--- src/rtl/tnbm_pkg.sv ---
// ----------------------------------------------------------------------------
// tnbm_pkg
// Shared types, codes and constant functions of the trainable tanh neuron.
// ----------------------------------------------------------------------------
package tnbm_pkg;

	// default sizes
	localparam int MAX_INPUTS_DEF       = 64;
	localparam int TANH_TABLE_DEPTH_DEF = 1024;

	// configuration register indexes and reset values
	localparam logic       REG_LEARN_RATE = 1'b0;
	localparam logic       REG_MOMENTUM   = 1'b1;
	localparam logic [15:0] LEARN_RATE_RST = 16'd9830;
	localparam logic [15:0] MOMENTUM_RST   = 16'd32768;

	// request codes on req_type
	localparam logic [2:0] REQ_FWD   = 3'd0;
	localparam logic [2:0] REQ_OGRAD = 3'd1;
	localparam logic [2:0] REQ_HID   = 3'd2;
	localparam logic [2:0] REQ_UPD   = 3'd3;
	localparam logic [2:0] REQ_LOAD  = 3'd4;

	// result kinds
	localparam logic KIND_OUT  = 1'b0;
	localparam logic KIND_GRAD = 1'b1;

	typedef enum logic [2:0] {
		OP_FWD, OP_OGRAD, OP_HID, OP_UPD, OP_LOAD
	} op_t;

	// classified command from front to back
	typedef struct packed {
		op_t                op;
		logic [5:0]         idx;
		logic signed [15:0] a;
		logic signed [15:0] b;
		logic               last;
	} cmd_t;

	// result item
	typedef struct packed {
		logic               kind;
		logic signed [15:0] value;
		logic               sat;
	} res_t;

	typedef enum logic [3:0] {
		ST_IDLE, ST_MUL_A, ST_MUL_B, ST_MUL_C, ST_ACC, ST_TANH, ST_ROM,
		ST_GRAD, ST_UPD_ND, ST_UPD_WR, ST_EMIT
	} bst_t;

	// unsigned restoring division, shift and subtract (elaboration only)
	function automatic logic [63:0] udiv(input logic [63:0] n, input logic [63:0] d);
		logic [63:0] q;
		logic [64:0] r;
		q = '0;
		r = '0;
		for (int i = 63; i >= 0; i--) begin
			r = {r[63:0], n[i]};
			if (r >= {1'b0, d}) begin
				r    = r - {1'b0, d};
				q[i] = 1'b1;
			end
		end
		return q;
	endfunction

	// e^-f in Q32 for f in Q32, 0 <= f < 1 (elaboration only)
	function automatic logic [63:0] exp_neg_frac(input logic [63:0] f);
		logic [63:0] e;
		logic [63:0] term;
		e    = 64'd1 << 32;
		term = 64'd1 << 32;
		for (int k = 1; k <= 24; k++) begin
			term = udiv((term * f) >> 32, 64'(k));
			e    = e + term;
		end
		return udiv(64'd1 << 63, e) << 1;
	endfunction

	// tanh at the center of bin i of [-8, 8), Q4.12 (elaboration only)
	function automatic logic [15:0] tanh_at(input int i, input int depth);
		logic [63:0] half, em1, m, num, n, f, p, t, mag, one;
		longint      d;
		one  = 64'd1 << 32;
		half = exp_neg_frac(64'd1 << 31);
		em1  = (half * half) >> 32;
		d    = 2 * longint'(i) + 1 - longint'(depth);
		m    = (d < 0) ? 64'(-d) : 64'(d);
		num  = 64'd16 * m;
		n    = udiv(num, 64'(depth));
		f    = udiv((num - n * 64'(depth)) << 32, 64'(depth));
		p    = one;
		for (logic [63:0] k = 0; k < n; k++) begin
			p = (p * em1) >> 32;
		end
		t   = (p * exp_neg_frac(f)) >> 32;
		mag = udiv(((one - t) << 12) + ((one + t) >> 1), one + t);
		return (d < 0) ? 16'(-mag) : 16'(mag);
	endfunction

endpackage

--- src/rtl/tnbm_rq.sv ---
// ----------------------------------------------------------------------------
// tnbm_rq
// Two-entry result queue between the back end and the result port.
// ----------------------------------------------------------------------------
module tnbm_rq import tnbm_pkg::*; (
	input  logic clk,
	input  logic arst_n,
	input  logic wr,
	input  res_t wdata,
	output logic rq_full,
	output logic empty,
	input  logic pop,
	output res_t rdata
);

	res_t       q_q [2];
	logic       wp_q, rp_q;
	logic [1:0] cnt_q;
	logic       rd;

	assign rq_full = (cnt_q == 2'd2);
	assign empty   = (cnt_q == 2'd0);
	assign rd      = pop && !empty;
	assign rdata   = q_q[rp_q];

	always_ff @(posedge clk) begin
		if (wr) q_q[wp_q] <= wdata;
	end

	always_ff @(posedge clk or negedge arst_n) begin
		if (!arst_n) begin
			wp_q  <= 1'b0;
			rp_q  <= 1'b0;
			cnt_q <= 2'd0;
		end else begin
			if (wr) wp_q <= !wp_q;
			if (rd) rp_q <= !rp_q;
			cnt_q <= cnt_q + 2'(wr) - 2'(rd);
		end
	end

endmodule

--- config.mk ---
export PLATFORM = sky130hd
export DESIGN_NAME = tnbm_rq
export DESIGN_NICKNAME = d
export VERILOG_FILES = /design/src/rtl/tnbm_pkg.sv /design/src/rtl/tnbm_rq.sv
export SDC_FILE = /design/constraint.sdc
export NUM_CORES = 1
export LEC_CHECK = 0
export BUFFER_PORTS_ARGS = -buffer_cell sky130_fd_sc_hd__buf_2
export CAP_MARGIN = 15
export CORE_ASPECT_RATIO = 2
export CORE_MARGIN = 2
export CORE_UTILIZATION = 50
export DETAILED_ROUTE_END_ITERATION = 6
export PLACE_DENSITY = 0.78
export SLEW_MARGIN = 15
export SYNTH_ARGS = -nofsm -noshare
export SYNTH_HDL_FRONTEND = slang
export SYNTH_SLANG_ARGS = --single-unit
--- constraint.sdc ---
create_clock -name clk -period 3.5 [get_ports clk]
set_input_delay 0.7 -clock clk [delete_from_list [all_inputs] [get_ports clk]]
set_output_delay 0.7 -clock clk [all_outputs]
set_load 0.01 [all_outputs]
# --- Yosys cells after proc, flatten, opt, wreduce, memory -nomap -nowiden ---
# Memories as Yosys holds them, arrays and structs flattened.
# Cells that the tools add are included.
word_totals:
  register_bits: 4
  ramBits: 36
  input_bits: 22
  elab_cells: 14
  mem_count: 1
classes:
  addsub: 2
  eq_ne: 1
  n_mux: 2
  reduce_logical: 5
mem_list:
  columns: ["memory", "depth", "word_bits", "read_ports", "rd_ports_with_merged_regs", "write_ports", "line_no", "rtl"]
  rows:
  - ["q_q", 2, 18, 1, 0, 1, "tnbm_rq.sv:16", "res_t q_q [2];"]
ops:
  columns: ["operator", "n"]
  rows:
  - ["$logic_not A1 Y1", 3]
  - ["$add A2 B1 Y2", 1]
  - ["$eq A2 B2 Y1 const B", 1]
  - ["$logic_not A2 Y1", 1]
  - ["$mux W1", 2]
  - ["$sub A2 B1 Y2", 1]
  - ["$logic_and A1 B1 Y1", 1]

# --- Logic depth before layout (Yosys ltp) ---
depth:
  ltp_word: 4
  mapped_depth: 6

# --- Worst setup path before layout ---
# OpenSTA, ideal clock, no wires.
synth_path:
  path_kind: "input port to flip-flop"
  from: "input port wr"
  to: "memory q_q[0][0] (netlist name) (enable)"
  setup_ns: 0.395
  arrival_time_ns: 1.550
  required_ns: 3.105
  path_slack_ns: 1.556
  cell_stages: 1
  path_buffers: 0
  cell_sequence: "nor2b_1"
synth_between:
  elab_chain_len: 2
synth_lines:
  columns: ["element", "line_no", "rtl"]
  rows:
  - ["start: declaration", "tnbm_rq.sv:8", "input logic wr,"]
  - ["$mux W1", "tnbm_rq.sv:27", "if (wr) q_q[wp_q] <= wdata;"]
  - ["$mux W1 (not written as such)", "tnbm_rq.sv:27", null]
  - ["end: declaration", "tnbm_rq.sv:16", null]
# No other way between the ends.

==> results.yml <==
die:
  die_area_um2: 3580
  start_util_pct: 52.6
  fp.dieH_um: 82.7
  die_width_um: 43.3
  ioPinCount: 42
  core_area_um2: 2940
  placement_rows: 28
power:
  power_frac_comb_pct: 29.9
  switching_share_pct: 27.5
  seqPwrFrac_pct: 46.8
  ir_drop_v: 0.000485
  power.leakage_uw: 0.000768
  internal_power_uw: 1100
  p_per_area_nw_per_um2: 806
  switchingPower_uw: 415
  p_clk_share_pct: 23.3
finish:
  antennaDiodeCount: 0
  synthToLayoutAreaGrowth_pct: 21.3
  nFillCells: 237
  nNetsFinal: 144
  final_util_pct: 63.7
  drive_above_1_share_pct: 56.2
synthesis:
  syn-cell-area_um2: 1550
  yosysSeqAreaShare_pct: 76.4
  yosys_warnings: 0
  ys_types: 14
  yosysTopAreaCell: "edfxtp_1"
  synth.net_count: 97
  netlist_instances: 73
  netlist.area_leader.share_pct: 69.9
  synth_seq_cells: 40
  avgSynthCellArea_um2: 21.2
  yosys-top-cells-area: "edfxtp_1 (70%), mux2_4 (8.7%), mux2_2 (6.6%)"
detailed_routing:
  vias: 767
  drt_wl_total_mm: 2.31
  drt.antenna.violating_nets: 0
  drt-wirelength-per-cell_um: 15.3
  first_pass_iters: 4
  drcViolationCount: 0
  vias_per_cell: 5.08
  first_iter_violations: 13
global_routing:
  grt_max_degree: 19
  grt_pass1_vias: 802
  grt_usage_pct: 14.2
  grt_overflow_total: 0
  grt_pass1_wl_mm: 3.50
  grt_antenna_before_repair: 0
timing:
  setup_viol: 0
  finalSetupTns_ns: 0
  drv_slew: 0
  finalCritPeriodShare_pct: 69.4
  rsz0062_at_grt: "false"
  tightest_slew_ns: 0.890
  hold_viol_final: 0
  clock-skew-final_ns: 0.00500
  setup_slack_ns: 1.07
  slew_headroom_pct: 40.4
  finalCriticalPeriod_ns: 2.43
  clock.fmax_mhz: 412
setup_path:
  cp-end-kind: "primary output"
  arrival_ns: 1.73
  crit_required_ns: 2.80
  start_kind: "flip-flop"
  critPathKind: "reg2out"
  crit_fanout: 11
clock_network:
  cts_hold_buffers: 0
  clock_latency_ns: 0.28
  post_cts_buffers: 0
  cts_buffers: 5
  cts_tree: "yes"
  h-tree-depth: 2
  cts_buffer_depth: 2
  clkTransAtPathRegs_ns: 0.07
  clock-sinks: 40
  cts_root_buf: "clkbuf_8"
  cts.repair.resized: 0
hold_path:
  hold_class: "in2async"
placement:
  place.gp.congestion: 0.612
  place_ws_ns: 1.37
  place_hpwl_mm: 1.72
  io_buffers: 41
outcome:
  status: "completed"
flow_run:
  drv_cap: 0
==> flip-flops by register name, summed over array words and instances, names as in the netlist <==
signal / cells
cnt_q: 2
wp_q: 1
rp_q: 1
q_q: 36
==> layout make-up <==
| cell class | count | area [um^2] | share of cell area [%] |
|---|---|---|---|
| sequential | 40 | 1180 | 63.0 |
| tap | 30 | 37.5 | 2.00 |
| multi-input combinational | 29 | 329 | 17.5 |
| timing repair buffer | 42 | 213 | 11.3 |
| inverter | 2 | 7.51 | 0.400 |
| clock buffer | 6 | 72.6 | 3.87 |
| clock inverter | 2 | 35.0 | 1.87 |
==> critical path, stage by stage, from the launching register on <==
cell     delay, ns
dfrtp_1       0.65
buf_4         0.30
mux2_2        0.36
buf_2         0.14
==> layout by cell type (no fill, tap or decap), types with 2 or more instances in the layout <==
cell / instances
xnor2_1: 2
edfxtp_1: 36
clkbuf_8: 5
mux2_2: 9
xor2_1: 2
inv_1: 2
dfrtp_1: 4
ha_1: 2
buf_2: 41
mux2_4: 9
==> stage by stage <==
stage | cells | hold WS [ns] | cell area, um^2 | total power [uW]
floorplan | 73 | 0.404 | 1550 | 1050
global placement | 143 | 0.486 | 1770 | 1160
detailed placement | 143 | 0.509 | 1770 | 1180
CTS | 151 | 0.208 | 1880 | 1530
global route | 151 | 0.207 | 1880 | 1590
finish | 151 | 0.213 | 1880 | 1510
==> Yosys cell counts, drive strengths merged <==
library cell  number
and2               1
nor2               1
dfrtp              4
inv                2
buf                2
o21a               1
mux2              18
xnor2              2
xor2               2
nor2b              2
ha                 2
edfxtp            36
==> kinds of logic (layout without fill, tap and decap cells) <==
family,after synthesis,count (layout),synth area share [%]
flip-flops,40,40,76.4
multiplexers,18,18,15.3
XOR/XNOR,4,4,2.27
AND/OR/NAND/NOR,4,4,1.46
buffers and inverters,4,52,2.51
adder cells (fa/ha/maj),2,2,1.62
AO/OA/AOI/OAI,1,1,0.486
==> per-layer routing <==
layer | track usage (%) | vias to the layer above | wire length (um)
met5 | 0 | - | 0
met4 | 9.09 | 0 | 56
met3 | 4.13 | 6 | 130
met2 | 25.7 | 26 | 1340
met1 | 13.4 | 365 | 782
li1 | - | 370 | -
==> worst paths after layout <==
check                              start        to  slack (ns)  cells past startpoint
worst max register to register  cnt_q[1]  cnt_q[1]        1.96                      6
worst min-delay path              arst_n      wp_q        0.21                      1
worst max-delay path                rp_q  rdata[6]        1.07                      3
min in group clk                    wp_q      wp_q        0.51                      1
max in group asynchronous         arst_n  cnt_q[0]        3.16                      1
worst min register to register      wp_q      wp_q        0.51                      1
==> power groups by stage <==
stage	clock network, uW	logic, uW	registers, uW
2_1_floorplan	0	367	680
3_5_place_dp	0	463	719
6_report	352	452	708
5_1_grt	383	494	717
4_1_cts	363	463	708
3_3_place_gp	0	448	709
(Power assumes the default switching activity.)
