===== config.mk =====
export PLATFORM = sky130hd
export DESIGN_NAME = tnbm_front
export DESIGN_NICKNAME = d
export VERILOG_FILES = /design/src/rtl/tnbm_pkg.sv /design/src/rtl/tnbm_front.sv
export SDC_FILE = /design/constraint.sdc
export NUM_CORES = 1
export LEC_CHECK = 0
export ABC_CLOCK_PERIOD_IN_PS = 3200
export BUFFER_PORTS_ARGS = -buffer_cell sky130_fd_sc_hd__buf_2
export CAP_MARGIN = 20
export CORE_MARGIN = 3
export CORE_UTILIZATION = 30
export DETAILED_ROUTE_END_ITERATION = 10
export GPL_TIMING_DRIVEN = 0
export PLACE_DENSITY_LB_ADDON = 0.12
export SYNTH_ARGS = -nofsm -noshare
export SYNTH_HDL_FRONTEND = slang
export SYNTH_SLANG_ARGS = --single-unit

===== constraint.sdc =====
create_clock -name clk -period 3.2 [get_ports clk]
set_input_delay 0.32 -clock clk [delete_from_list [all_inputs] [get_ports clk]]
set_output_delay 0.32 -clock clk [all_outputs]
set_load 0.005 [all_outputs]

===== src/rtl/tnbm_pkg.sv =====
// ----------------------------------------------------------------------------
// tnbm_pkg
// Shared types, codes and constant functions of the trainable tanh neuron.
// ----------------------------------------------------------------------------
package tnbm_pkg;

	// default sizes
	localparam int MAX_INPUTS_DEF       = 64;
	localparam int TANH_TABLE_DEPTH_DEF = 1024;

	// configuration register indexes and reset values
	localparam logic       REG_LEARN_RATE = 1'b0;
	localparam logic       REG_MOMENTUM   = 1'b1;
	localparam logic [15:0] LEARN_RATE_RST = 16'd9830;
	localparam logic [15:0] MOMENTUM_RST   = 16'd32768;

	// request codes on req_type
	localparam logic [2:0] REQ_FWD   = 3'd0;
	localparam logic [2:0] REQ_OGRAD = 3'd1;
	localparam logic [2:0] REQ_HID   = 3'd2;
	localparam logic [2:0] REQ_UPD   = 3'd3;
	localparam logic [2:0] REQ_LOAD  = 3'd4;

	// result kinds
	localparam logic KIND_OUT  = 1'b0;
	localparam logic KIND_GRAD = 1'b1;

	typedef enum logic [2:0] {
		OP_FWD, OP_OGRAD, OP_HID, OP_UPD, OP_LOAD
	} op_t;

	// classified command from front to back
	typedef struct packed {
		op_t                op;
		logic [5:0]         idx;
		logic signed [15:0] a;
		logic signed [15:0] b;
		logic               last;
	} cmd_t;

	// result item
	typedef struct packed {
		logic               kind;
		logic signed [15:0] value;
		logic               sat;
	} res_t;

	typedef enum logic [3:0] {
		ST_IDLE, ST_MUL_A, ST_MUL_B, ST_MUL_C, ST_ACC, ST_TANH, ST_ROM,
		ST_GRAD, ST_UPD_ND, ST_UPD_WR, ST_EMIT
	} bst_t;

	// unsigned restoring division, shift and subtract (elaboration only)
	function automatic logic [63:0] udiv(input logic [63:0] n, input logic [63:0] d);
		logic [63:0] q;
		logic [64:0] r;
		q = '0;
		r = '0;
		for (int i = 63; i >= 0; i--) begin
			r = {r[63:0], n[i]};
			if (r >= {1'b0, d}) begin
				r    = r - {1'b0, d};
				q[i] = 1'b1;
			end
		end
		return q;
	endfunction

	// e^-f in Q32 for f in Q32, 0 <= f < 1 (elaboration only)
	function automatic logic [63:0] exp_neg_frac(input logic [63:0] f);
		logic [63:0] e;
		logic [63:0] term;
		e    = 64'd1 << 32;
		term = 64'd1 << 32;
		for (int k = 1; k <= 24; k++) begin
			term = udiv((term * f) >> 32, 64'(k));
			e    = e + term;
		end
		return udiv(64'd1 << 63, e) << 1;
	endfunction

	// tanh at the center of bin i of [-8, 8), Q4.12 (elaboration only)
	function automatic logic [15:0] tanh_at(input int i, input int depth);
		logic [63:0] half, em1, m, num, n, f, p, t, mag, one;
		longint      d;
		one  = 64'd1 << 32;
		half = exp_neg_frac(64'd1 << 31);
		em1  = (half * half) >> 32;
		d    = 2 * longint'(i) + 1 - longint'(depth);
		m    = (d < 0) ? 64'(-d) : 64'(d);
		num  = 64'd16 * m;
		n    = udiv(num, 64'(depth));
		f    = udiv((num - n * 64'(depth)) << 32, 64'(depth));
		p    = one;
		for (logic [63:0] k = 0; k < n; k++) begin
			p = (p * em1) >> 32;
		end
		t   = (p * exp_neg_frac(f)) >> 32;
		mag = udiv(((one - t) << 12) + ((one + t) >> 1), one + t);
		return (d < 0) ? 16'(-mag) : 16'(mag);
	endfunction

endpackage


===== src/rtl/tnbm_front.sv =====
// ----------------------------------------------------------------------------
// tnbm_front
// Accepts input items, classifies them and queues commands for the back end.
// ----------------------------------------------------------------------------
module tnbm_front import tnbm_pkg::*; (
	input  logic               clk,
	input  logic               arst_n,
	input  logic               push,
	output logic               full,
	input  logic [2:0]         req_type,
	input  logic [5:0]         elem_index,
	input  logic signed [15:0] first_value,
	input  logic signed [15:0] second_value,
	input  logic               last_elem,
	output logic               cmd_valid,
	output cmd_t               cmd,
	input  logic               cmd_pop
);

	cmd_t       q_q [2];
	logic       wp_q, rp_q;
	logic [1:0] cnt_q;
	logic       known;
	logic       wr;
	cmd_t       c;

	// classify; unknown codes are taken and dropped
	always_comb begin
		known = 1'b1;
		c.op  = OP_FWD;
		unique case (req_type)
			REQ_FWD:   c.op = OP_FWD;
			REQ_OGRAD: c.op = OP_OGRAD;
			REQ_HID:   c.op = OP_HID;
			REQ_UPD:   c.op = OP_UPD;
			REQ_LOAD:  c.op = OP_LOAD;
			default:   known = 1'b0;
		endcase
		c.idx  = elem_index;
		c.a    = first_value;
		c.b    = second_value;
		c.last = last_elem;
	end

	assign full      = (cnt_q == 2'd2);
	assign wr        = push && !full && known;
	assign cmd_valid = (cnt_q != 2'd0);
	assign cmd       = q_q[rp_q];

	// two-entry command queue
	always_ff @(posedge clk) begin
		if (wr) q_q[wp_q] <= c;
	end

	always_ff @(posedge clk or negedge arst_n) begin
		if (!arst_n) begin
			wp_q  <= 1'b0;
			rp_q  <= 1'b0;
			cnt_q <= 2'd0;
		end else begin
			if (wr) wp_q <= !wp_q;
			if (cmd_pop) rp_q <= !rp_q;
			cnt_q <= cnt_q + 2'(wr) - 2'(cmd_pop);
		end
	end

endmodule


## Word level (Yosys, flattened, before mapping)

Memories as Yosys holds them, arrays and structs flattened.
Cells that the tools add are included.

- $add $sub $neg: 2
- Eq/ne operators: 5
- Mux-type cells: 4
- Reductions and logical operators: 8

Operators with widths:

| operator | count |
|---|---|
| $pmux 3 s4 | 1 |
| $eq 3x2->1 const B | 2 |
| $reduce_or 5->1 | 1 |
| $eq 3x1->1 const B | 1 |
| $eq 3x3->1 const B | 1 |
| $logic_not 1->1 | 3 |
| $logic_not 3->1 | 1 |
| $mux 1 | 3 |
| $add 2x1->2 | 1 |
| $eq 2x2->1 const B | 1 |
| $logic_and 1x1->1 | 2 |
| $reduce_bool 2->1 | 1 |
| $sub 2x1->2 | 1 |

- Register bits: 4
- Memory bits (writable): 84
- Input bits: 46
- Output and inout port bits: 44
- Word-level logic and storage cells: 23
- Memories: 1

Memories:

| memory | words | bits a word | read ports | clocked after Yosys merged registers in | wr ports | line | source |
|---|---|---|---|---|---|---|---|
| q_q | 2 | 42 | 1 | 0 | 1 | tnbm_front.sv:20 | `cmd_t q_q [2];` |

## Logic depth before layout (Yosys ltp)

- Word-level depth: 6
- Mapped depth: 7
- Depth with buffers taken out: 7

## Worst setup path after synthesis

No wires, ideal clock.

- Path kind: register to register
- Start: reg cnt_q[1]
- End: mem q_q[0][0] (netlist bit), enable pin
- Arrival: 2,508 ps
- Required time: 2,759 ps
- Setup slack: 251 ps
- Cell stages (with the launch flop): 4
- Clock period less this slack: 2,949 ps
- Path through: dfrtp_1 and2b_1 nand3b_4 nor2_1

- Word-level cells in the longest chain between the ends: 6

Ends and longest elaborated chain:

| item | line | source |
|---|---|---|
| start, declared | tnbm_front.sv:22 | `logic [1:0] cnt_q;` |
| start signal, assigned | tnbm_front.sv:63 | `cnt_q <= cnt_q + 2'(wr) - 2'(cmd_pop);` |
| $eq 2x2->1 | tnbm_front.sv:45 | `assign full = (cnt_q == 2'd2);` |
| net full | tnbm_front.sv:9 | `output logic full,` |
| $logic_not 1->1 | tnbm_front.sv:46 | `assign wr = push && !full && known;` |
| $logic_and 1x1->1 (2 in series) | tnbm_front.sv:46 |  |
| $mux 1 | tnbm_front.sv:52 | `if (wr) q_q[wp_q] <= c;` |
| $mux 1 (implied by the code) | tnbm_front.sv:52 |  |
| end, declared | tnbm_front.sv:20 |  |

The timed path passes the listed nets, and every way through them passes these cells.

## Worst setup path in the final report

- Start: reg cnt_q[1]
- End: mem q_q[0][3] (netlist bit), enable pin

- Word-level cells in the longest chain between the ends: 6

Ends and longest elaborated chain:

| item | line |
|---|---|
| $eq 2x2->1 | tnbm_front.sv:45 |
| $logic_not 1->1 | tnbm_front.sv:46 |
| $logic_and 1x1->1 (2 in series) | tnbm_front.sv:46 |
| $mux 1 | tnbm_front.sv:52 |
| $mux 1 (implied by the code) | tnbm_front.sv:52 |

Every way passes these cells.

==> flow_metrics.env <==
export IMPL_status="finished, final reports clean"
export IMPL_grt_max_degree=23
export IMPL_p_comb_frac=0.312
export IMPL_initial_core_util=0.313
export IMPL_dieWidth_um=114
export IMPL_nNetsFinal=303
export IMPL_clockRootBuffer="clkbuf_16"
export IMPL_fin_crit_sh=0.608
export IMPL_io_pins=90
export IMPL_critPathArrivalTime_ns=1.97
export IMPL_ctsResizeCount=0
export IMPL_slew_violations=0
export IMPL_cpMaxStageDelayCell="nor2_4"
export IMPL_drt_pass1_iter_count=4
export IMPL_critPathKind="reg2reg"
export IMPL_grt_usage=0.0994
export IMPL_synth_cells=152
export IMPL_regArea_mm2=0.00262
export IMPL_critPathMaxStageDelay_ns=0.59
export IMPL_clkSinkCount=88
export IMPL_synth_fp_nets=200
export IMPL_preCtsSetupSlack_ns=1.12
export IMPL_pwr_share_clk=0.277
export IMPL_hold_path_class="in2reg"
export IMPL_clockBufferDepth=2
export IMPL_syn_area_per_cell_um2=22.8
export IMPL_nFillCells=1036
export IMPL_dp_hpwl_um=4110
export IMPL_initialDrtViolationCount=68
export IMPL_slew_headroom=0.508
export IMPL_cp_startpoint="cnt_q[1]"
export IMPL_grt_pass1_wl_um=9470
export IMPL_fin_worst_skew_ns=0.00650
export IMPL_vias=1679
export IMPL_gp_congestion=0.689
export IMPL_min_from="elem_index[0]"
export IMPL_p_seq_frac=0.411
export IMPL_synth_seq_cells=88
export IMPL_drive_above_1_share=0.600
export IMPL_cp_cell_sequence="and2b_1 > nand3b_4 > nor2_4 > buf_12"
export IMPL_worst_slack_ns=1.25
export IMPL_core_area_mm2=0.0111
export IMPL_max_freq_mhz=514
export IMPL_tightest_slew_ns=0.736
export IMPL_routed_via_density=4.20
export IMPL_p_sw_mw=0.932
export IMPL_row_count=38
export IMPL_io_buffer_count=89
export IMPL_holdWs_ns=0.178
export IMPL_r2r_start="cnt_q[1]"
export IMPL_gr_total_overflow=0
export IMPL_max_cap_viol_count=0
export IMPL_cts_buffers_inserted=9
export IMPL_yosysWarnings=0
export IMPL_start_kind="flop"
export IMPL_insertion_delay_ns=0.33
export IMPL_power_leakage_nw=1.78
export IMPL_drc=0
export IMPL_synthToLayoutAreaGrowth_pct=28.4
export IMPL_tritoncts="built"
export IMPL_postLayoutCoreUtil=0.402
export IMPL_crit_fanout=22
export IMPL_multi_input_area_um2=761
export IMPL_syn_area_mm2=0.00347
export IMPL_die_y_um=114
export IMPL_peakVddDrop_uv=409
export IMPL_min_period_ns=1.95
export IMPL_setup_viol=0
export IMPL_wire_per_inst_um=15.3
export IMPL_antenna_found_initial=0
export IMPL_yosysUniqueCellTypes=17
export IMPL_r2r_setup_slack_ns=1.25
export IMPL_p_per_area_mw_per_mm2=839
export IMPL_post_cts_buffers=0
export IMPL_p_int_mw=2.80
export IMPL_final_antenna_net_count=0
export IMPL_grt_pass1_vias=1819
export IMPL_clk_pin_slew_ns=0.06
export IMPL_cts_htree_levels=3
export IMPL_dieArea_mm2=0.0129
export IMPL_n_antenna_cell=0
export IMPL_ys_seq_area_frac=0.756
export IMPL_p_sw_frac=0.250
export IMPL_crit_required_ns=3.23
export IMPL_hold_viol=0
export IMPL_end_kind="flop"
export IMPL_rsz0062_at_grt="no"
export IMPL_wl_um=6130
## area by class of cell
cell class                      count  area share
Sequential cell                    88       0.589
Inverter                            2     0.00169
Timing Repair Buffer               92       0.111
Buffer                              5      0.0205
Multi-Input combinational cell     57       0.171
Clock inverter                      3     0.00899
Tap cell                          140      0.0393
Clock buffer                       13      0.0584
## cell usage after synthesis, drive strengths merged
cell type | number | share of area
dfrtp | 4 | 0.029
nand3b | 1 | 0.0058
mux2 | 42 | 0.18
inv | 2 | 0.0022
nor2 | 2 | 0.0022
and2b | 1 | 0.0022
xnor2 | 3 | 0.0076
or2 | 1 | 0.0018
nor3b | 1 | 0.0022
nor2b | 2 | 0.0036
ha | 2 | 0.0072
xor2 | 1 | 0.0025
edfxtp | 84 | 0.73
o21ai | 1 | 0.0014
buf | 5 | 0.026
## flip-flops by register name, indices dropped and copies added (netlist names)
| signal | flops |
|---|---|
| cnt_q | 2 |
| q_q | 84 |
| rp_q | 1 |
| wp_q | 1 |
## critical path: cells and delay by family (launching register included)
| family | cells | cell delay (ns) |
|---|---|---|
| buf+inv | 1 | 0.26 |
| flops | 1 | 0.40 |
| simple gates | 3 | 0.97 |
## metrics by stage
stage | setup TNS [ns] | instance area, um2 | cells | total power [mW]
2_1_floorplan | 0 | 3470 | 152 | 2.35
3_3_place_gp | -96.44 | 4090 | 381 | 2.74
3_5_place_dp | 0 | 4140 | 383 | 2.77
4_1_cts | 0 | 4450 | 400 | 3.83
5_1_grt | 0 | 4450 | 400 | 3.95
6_report | 0 | 4450 | 400 | 3.73
## worst paths after layout
path / endpoint / cells past startpoint
max: q_q[0][3] / 4
min: q_q[0][33] / 1
max reg2reg: q_q[0][3] / 4
min reg2reg: cnt_q[1] / 1
max in group asynchronous: wp_q / 2
min in group asynchronous: cnt_q[0] / 2
## logic make-up (layout without fill, tap and decap cells)
family,Yosys count,after routing,synth area share
simple gates,8,8,0.0177
compound gates,1,1,0.00144
mux,42,42,0.179
flops,88,88,0.756
buf+inv,7,115,0.0285
fa+ha+maj,2,2,0.00722
xor+xnor,4,4,0.0101
## placed cells by master (no fill, tap or decap), types with 2 or more instances in the layout
master     instances
buf_2             89
edfxtp_1          84
mux2_4            39
clkbuf_16          9
buf_12             6
dfrtp_1            4
mux2_2             3
xnor2_1            3
nor2b_1            2
nor2_4             2
inv_1              2
ha_1               2
clkbuf_8           2
clkbuf_1           2
clkinv_2           2
## repair_timing
action                     in CTS  in global routing
setup endpoints to repair       0                  0
hold buffers                    1                  0
hold endpoints to repair        4                  0
## per-layer routing
metal  GRT usage  vias up  wire [um]
li1            -      798          -
met1       0.116      808       2560
met2       0.165       62       3050
met3      0.0281       11        372
met4      0.0553        0        140
met5           0        -          0
## power by group through the flow
stage / Sequential, mW / Clock (mW) / Combinational, mW
4_1_cts: 1.54 / 1.08 / 1.21
2_1_floorplan: 1.55 / 0 / 0.793
3_5_place_dp: 1.56 / 0 / 1.21
5_1_grt: 1.55 / 1.13 / 1.26
3_3_place_gp: 1.57 / 0 / 1.17
6_report: 1.53 / 1.04 / 1.16
Note: power is estimated with default switching activity, not from simulation.
